$ cat src/design/mspw_pkg.sv
`timescale 1ns / 1ps

package mspw_pkg;

  localparam int unsigned PeriodW  = 4;
  localparam int unsigned TimeoutW = 16;
  localparam int unsigned CfgDataW = 16;

  localparam logic [PeriodW-1:0]  PeriodReset  = 4'd10;
  localparam logic [TimeoutW-1:0] TimeoutReset = 16'd1000;
  localparam logic [TimeoutW-1:0] IdleMax      = 16'hFFFF;

  typedef enum logic {
    REG_PERIOD_TICKS    = 1'b0,
    REG_TIMEOUT_PERIODS = 1'b1
  } cfg_reg_t;

  typedef enum logic [1:0] {
    DIR_FORWARD = 2'd0,
    DIR_BACK    = 2'd1
  } dir_code_t;

  typedef struct packed {
    logic              cmd_valid;
    logic signed [7:0] duty;
    logic [1:0]        left_dir;
    logic [1:0]        right_dir;
  } in_item_t;

  typedef struct packed {
    logic cmd_taken;
    logic motor_pin;
    logic left_fwd_pin;
    logic left_back_pin;
    logic right_fwd_pin;
    logic right_back_pin;
    logic duty_error;
    logic direction_error;
  } out_item_t;

  // forward sets the fwd pin, anything else (only back gets here) the back pin
  function automatic logic [1:0] dir_bits(input logic [1:0] code);
    dir_bits = (code == DIR_FORWARD) ? 2'b01 : 2'b10;
  endfunction

endpackage

$ cat src/design/motor_soft_pwm_with_watchdog_top.sv
`timescale 1ns / 1ps

// an input transfer's result is held in the output register from the next cycle
// throughput: one tick per cycle while results drain; a tick is only taken when the
//   output register is empty or its result leaves in the same cycle
// reset (rst, synchronous): pwm counters, idle count and pins cleared, period_ticks 10,
//   timeout_periods 1000, output register empty
module motor_soft_pwm_with_watchdog_top (
  input  logic                          clk,
  input  logic                          rst,
  input  logic                          in_valid,
  output logic                          in_ready,
  input  mspw_pkg::in_item_t            in_item,
  output logic                          out_valid,
  input  logic                          out_ready,
  output mspw_pkg::out_item_t           out_item,
  input  logic                          cfg_write,
  input  logic                          cfg_index,
  input  logic [mspw_pkg::CfgDataW-1:0] cfg_data
);

  logic [mspw_pkg::PeriodW-1:0]  period_ticks;
  logic [mspw_pkg::TimeoutW-1:0] timeout_periods;

  logic [mspw_pkg::PeriodW-1:0]  tick_in_period, tick_in_period_next;
  logic [mspw_pkg::PeriodW-1:0]  duty_countdown, duty_countdown_next;
  logic [mspw_pkg::PeriodW-1:0]  latched_duty, latched_duty_next;
  logic                          pin_level, pin_level_next;
  logic [mspw_pkg::TimeoutW-1:0] idle_periods, idle_periods_next;
  logic [3:0]                    direction_pins, direction_pins_next;

  logic                 in_fire;
  logic                 boundary;
  logic                 duty_bad;
  logic                 dir_bad;
  mspw_pkg::out_item_t  result;

  assign in_ready = !out_valid || out_ready;
  assign in_fire  = in_valid && in_ready;
  assign boundary = tick_in_period >= period_ticks;
  assign duty_bad = in_item.duty < 0 ||
                    in_item.duty > $signed({4'd0, period_ticks});
  assign dir_bad  = in_item.left_dir > mspw_pkg::DIR_BACK ||
                    in_item.right_dir > mspw_pkg::DIR_BACK;

  always_comb begin
    tick_in_period_next = tick_in_period;
    duty_countdown_next = duty_countdown;
    latched_duty_next   = latched_duty;
    pin_level_next      = pin_level;
    idle_periods_next   = idle_periods;
    direction_pins_next = direction_pins;
    result              = '0;

    if (boundary) begin
      if (in_item.cmd_valid) begin
        result.cmd_taken       = 1'b1;
        result.duty_error      = duty_bad;
        result.direction_error = dir_bad;
        duty_countdown_next    = duty_bad ? '0 : in_item.duty[mspw_pkg::PeriodW-1:0];
        if (!dir_bad) begin
          direction_pins_next = {mspw_pkg::dir_bits(in_item.right_dir),
                                 mspw_pkg::dir_bits(in_item.left_dir)};
        end
        idle_periods_next = '0;
        latched_duty_next = duty_countdown_next;
      end else begin
        if (idle_periods != mspw_pkg::IdleMax) begin
          idle_periods_next = idle_periods + 1'b1;
        end
        duty_countdown_next = latched_duty;
      end
      pin_level_next      = duty_countdown_next != '0;
      tick_in_period_next = '0;
    end else begin
      if (duty_countdown != '0) begin
        duty_countdown_next = duty_countdown - 1'b1;
      end else begin
        pin_level_next = 1'b0;
      end
      tick_in_period_next = tick_in_period + 1'b1;
    end

    // watchdog: too many periods without a command forces the motor off
    if (idle_periods_next == timeout_periods && pin_level_next) begin
      latched_duty_next   = '0;
      duty_countdown_next = '0;
      pin_level_next      = 1'b0;
    end

    result.motor_pin      = pin_level_next;
    result.left_fwd_pin   = direction_pins_next[0];
    result.left_back_pin  = direction_pins_next[1];
    result.right_fwd_pin  = direction_pins_next[2];
    result.right_back_pin = direction_pins_next[3];
  end

  always_ff @(posedge clk) begin
    if (rst) begin
      period_ticks    <= mspw_pkg::PeriodReset;
      timeout_periods <= mspw_pkg::TimeoutReset;
    end else if (cfg_write) begin
      unique case (mspw_pkg::cfg_reg_t'(cfg_index))
        mspw_pkg::REG_PERIOD_TICKS:
          period_ticks <= cfg_data[mspw_pkg::PeriodW-1:0];
        mspw_pkg::REG_TIMEOUT_PERIODS:
          timeout_periods <= cfg_data[mspw_pkg::TimeoutW-1:0];
        default: ;
      endcase
    end
  end

  always_ff @(posedge clk) begin
    if (rst) begin
      tick_in_period <= '0;
      duty_countdown <= '0;
      latched_duty   <= '0;
      pin_level      <= 1'b0;
      idle_periods   <= '0;
      direction_pins <= '0;
      out_valid      <= 1'b0;
    end else begin
      if (in_fire) begin
        tick_in_period <= tick_in_period_next;
        duty_countdown <= duty_countdown_next;
        latched_duty   <= latched_duty_next;
        pin_level      <= pin_level_next;
        idle_periods   <= idle_periods_next;
        direction_pins <= direction_pins_next;
        out_valid      <= 1'b1;
      end else if (out_ready) begin
        out_valid <= 1'b0;
      end
    end
  end

  always_ff @(posedge clk) begin
    if (in_fire) begin
      out_item <= result;
    end
  end

  // a tick at a boundary always restarts the period
  a_boundary_restart: assert property (@(posedge clk) disable iff (rst)
    in_fire && boundary |=> tick_in_period == '0)
    else $error("period did not restart after boundary tick");

  // error flags only answer a taken command
  a_flags_need_take: assert property (@(posedge clk) disable iff (rst)
    out_valid && (out_item.duty_error || out_item.direction_error) |-> out_item.cmd_taken)
    else $error("error flag without a taken command");

  // the idle count only drops when a command is taken
  a_idle_monotonic: assert property (@(posedge clk) disable iff (rst)
    in_fire && !(boundary && in_item.cmd_valid) |=> idle_periods >= $past(idle_periods))
    else $error("idle count fell without a command");

  // a bad direction code leaves every direction pin as it was
  a_dir_hold: assert property (@(posedge clk) disable iff (rst)
    in_fire && boundary && in_item.cmd_valid && dir_bad
      |=> direction_pins == $past(direction_pins))
    else $error("direction pins changed on invalid code");

endmodule
$ cat config.mk
export PLATFORM = sky130hd
export DESIGN_NAME = motor_soft_pwm_with_watchdog_top
export DESIGN_NICKNAME = d
export VERILOG_FILES = /design/src/design/mspw_pkg.sv /design/src/design/motor_soft_pwm_with_watchdog_top.sv
export SDC_FILE = /design/constraint.sdc
export NUM_CORES = 1
export LEC_CHECK = 0
export BUFFER_PORTS_ARGS = -buffer_cell sky130_fd_sc_hd__buf_2
export CORE_UTILIZATION = 64
export DETAILED_ROUTE_END_ITERATION = 7
export PLACE_DENSITY = 0.86
export SLEW_MARGIN = 20
export SYNTH_ARGS = -nofsm -noshare
export SYNTH_HDL_FRONTEND = slang
export SYNTH_SLANG_ARGS = --single-unit
$ cat constraint.sdc
create_clock -name clk -period 4.6 [get_ports clk]
set_input_delay 0.46 -clock clk [delete_from_list [all_inputs] [get_ports clk]]
set_output_delay 0.46 -clock clk [all_outputs]
set_load 0.01 [all_outputs]
==> implementation parameters <==
Parameter                              Value

Status
  Result of the run    completed

Layout
  Number of nets at the end of the flow    about 600
  Share of final-layout standard cells stronger than drive strength 1    0.157
  Relative area change from synthesis to final layout    11.5%
  Util after Layout    0.747
  Fin area    4450 sq um
  Number of inserted diodes    0

Synthesis
  Sequential area share after synthesis    0.331
  Post-synthesis instance total    around 520
  Synth Cell Area    between 3000 and 4000 sq um
  Cell type with the largest total area after synthesis    sky130_fd_sc_hd__dfxtp_1
  Area share of xor/xnor cells in the synthesized design    0.0307
  Largest family of logic cells by synthesized area    simple AND/OR/NAND/NOR gates
  Top-count cell post-synth    sky130_fd_sc_hd__nand2_1
  Mean cell area of the mapped netlist    between 7 and 8 sq um
  Commonest cells post-synth    sky130_fd_sc_hd__nand2_1, sky130_fd_sc_hd__nor2_1, sky130_fd_sc_hd__dfxtp_1
  Number of nets in the synthesized netlist    ~570
  Fraction of registers with async set/reset    0
  Synth top area share    0.271
  Post-synthesis compound-gate area fraction    0.217
  Number of flops mapped to enable cells by yosys    8
  Area share of fa/ha/maj cells after synthesis    0.0345
  Biggest area contributors in the synthesized netlist    sky130_fd_sc_hd__dfxtp_1, sky130_fd_sc_hd__nand2_1, sky130_fd_sc_hd__nor2_1
  Post-synthesis simple-gate area fraction    0.317
  Flops & latches, synth    62
  Mux contribution to synthesized area    0.0132
  Top flip-flop cell by instance count after synthesis    sky130_fd_sc_hd__dfxtp_1
  Distinct cell type count after synthesis    64
  Number of warning messages in the yosys log    0

Critical path
  Data required, critical path    approximately 4800 ps
  Startpoint kind of the worst setup timing path    flip-flop
  Crit-path max FO    9
  Critical path data arrival time    roughly 3900 ps
  Crit end category    flip-flop
  WS Path Type    reg -> reg

Job
  Number of maximum-capacitance constraint violations    0

Timing
  Transition time at the pin with the least slew margin    1040 ps
  Hold violation total from the final report    0
  RSZ-0062 raised after global routing    false
  Final critical-path share of the clock period    0.802
  Accumulated negative setup slack    0 ps
  Headroom to the max-slew limit    0.308
  Number of endpoints failing setup at the final stage    0
  Final period demand of the worst path    roughly 3700 ps
  Final Slew Violations    0
  Worst clock skew on the final layout    around 8.6 ps
  Peak Freq    approximately 270 MHz

Drt
  Router iterations before antenna repair    5
  Antenna-violating nets left    0
  Drt drc    0
  Overall via count from detail_route    4181
  Number of DRC markers after the initial detailed-route iteration    between 300 and 400
  Drt via density    6.64
  Final WL    between 10 and 15 mm
  Routed len/inst    roughly 17 um

Die
  Number of placement rows    28
  Die area    approximately 6600 sq um
  Area of the core region    between 5000 and 6000 sq um
  Die width    approximately 81 um
  Die H    slightly above 80 um
  Number of primary I/O pins    45
  Effective utilization at floorplan    0.670

Clock network
  CTS tree    yes
  Clock latency of the later-clocked register in the worst-skew pair    350 ps
  PostCTS Resize Cnt    0
  Clock transition time at the flip-flop clock pins of the worst setup and hold paths    about 70 ps
  Sink count of the clock tree    just over 60
  Number of CTS-inserted buffers    9
  Cts-stage hold buffer count    0
  Setup repair bufs after CTS    0
  Number of H-tree levels    3
  Maximum clock insertion buffer count    2
  Clock Root Buffer    sky130_fd_sc_hd__clkbuf_8

Place
  Final HPWL from detailed placement    7.75 mm
  Quantity of I/O buffers inserted on ports    between 40 and 50
  Final RePlAce weighted congestion    0.990
  Cell area after placement    roughly 4200 sq um

Worst hold path
  Hold Crit Class    in -> reg

Power
  Reported leakage power    approximately 1.7 nW
  Maximum vdd ir drop    between 0.2 and 0.3 mV
  Power density over the cells    ~310 nW/um^2
  Overall power    approximately 1.4 mW

Global route
  Largest net degree at the start of global routing    58
  Global route total overflow    0
  Wire length of the first global-routing pass    around 17 mm
  Number of antenna violations at the first check in global routing    0
  Number of global-route vias before repair    roughly 3700
  Total global-route track usage    0.350
-- where the power goes --
| group | switching [mW] | total [mW] | internal [mW] |
|---|---|---|---|
| sequential | 0.0232 | 0.596 | 0.573 |
| clock | 0.227 | 0.584 | 0.357 |
| combinational | 0.108 | 0.184 | 0.0757 |
| total | 0.358 | 1.36 | 1.01 |
-- final timing paths --
check                    start                  to  slack (ps)  depth (start not counted)
max reg2reg    idle_periods[0]     latched_duty[3]         910                         11
min reg2reg  direction_pins[0]   direction_pins[0]         460                          2
max            idle_periods[0]     latched_duty[3]         910                         11
min                cfg_data[6]  timeout_periods[6]         330                          3
-- layout by cell type, fill, tap and decap left out, types with 4 or more instances in the layout --
cell	count
sky130_fd_sc_hd__ha_1	11
sky130_fd_sc_hd__nand3_1	21
sky130_fd_sc_hd__a31oi_1	9
sky130_fd_sc_hd__inv_1	18
sky130_fd_sc_hd__clkbuf_8	9
sky130_fd_sc_hd__nand4_1	7
sky130_fd_sc_hd__nor2_1	65
sky130_fd_sc_hd__nand2b_1	11
sky130_fd_sc_hd__and3_1	6
sky130_fd_sc_hd__and4_1	7
sky130_fd_sc_hd__and2_1	5
sky130_fd_sc_hd__dfxtp_1	54
sky130_fd_sc_hd__a22oi_1	4
sky130_fd_sc_hd__xnor2_1	10
sky130_fd_sc_hd__a21oi_1	40
sky130_fd_sc_hd__o21ai_0	18
sky130_fd_sc_hd__a211oi_1	6
sky130_fd_sc_hd__o22ai_1	4
sky130_fd_sc_hd__nand3b_1	10
sky130_fd_sc_hd__edfxtp_1	8
sky130_fd_sc_hd__buf_4	8
sky130_fd_sc_hd__buf_2	44
sky130_fd_sc_hd__o41ai_1	5
sky130_fd_sc_hd__nor3_1	25
sky130_fd_sc_hd__nand2_1	72
sky130_fd_sc_hd__nor4_1	6
sky130_fd_sc_hd__xor2_1	4
sky130_fd_sc_hd__a221oi_2	4
-- metrics by stage --
step | setup WS, ps | cells | hold WS, ps
after floorplan | 1680 | 522 | 437
after global placement | 1100 | 614 | 442
after detailed placement | 1020 | 614 | 452
after CTS | 1010 | 630 | 322
after global routing | 654 | 630 | 352
final | 911 | 630 | 327
-- logic make-up (layout without fill, tap and decap cells) --
kind of cell    after synthesis  in the layout
fa+ha+maj                    11             11
compound gates              122            122
buf+inv                      54             87
flops                        62             62
simple gates                254            254
xor+xnor                     14             14
mux                           5              5
-- final cells by class --
| type | instances | area (sq um) |
|---|---|---|
| Sequential cell | 62 | 1320 |
| Fill cell | 479 | 1510 |
| Multi-Input combinational cell | 406 | 2450 |
| Timing Repair Buffer | 52 | 280 |
| Clock inverter | 7 | 113 |
| Clock buffer | 9 | 124 |
| Tap cell | 75 | 93.8 |
| Inverter | 19 | 71.3 |
-- routing by layer --
metal  global-route usage  share of wire  vias to the layer above  wire (um)
met1                0.479           0.43                     1890       4650
met4                0.164          0.041                        0        444
li1                     -              -                     1954          -
met5                    0              0                        -          0
met2                0.539           0.43                      280       4750
met3               0.0494          0.099                       57       1080
-- worst max-delay path, stage by stage (launching register included) --
cell,delay (ps)
sky130_fd_sc_hd__dfxtp_1,490
sky130_fd_sc_hd__ha_1,370
sky130_fd_sc_hd__buf_4,210
sky130_fd_sc_hd__nand3_1,130
sky130_fd_sc_hd__nor2_1,280
sky130_fd_sc_hd__nand2_1,270
sky130_fd_sc_hd__nand2_1,140
sky130_fd_sc_hd__nor3_1,60
sky130_fd_sc_hd__or4_1,500
sky130_fd_sc_hd__nor4_1,370
sky130_fd_sc_hd__and4_1,560
sky130_fd_sc_hd__a221oi_2,130
-- registers in the layout (all words and copies together), names as in the netlist --
name,cells
direction_pins,4
out_valid,1
pin_level,1
period_ticks,4
tick_in_period,4
duty_countdown,4
out_item,8
idle_periods,16
timeout_periods,16
latched_duty,4
No activity file was read; power rests on OpenSTA's default activity.
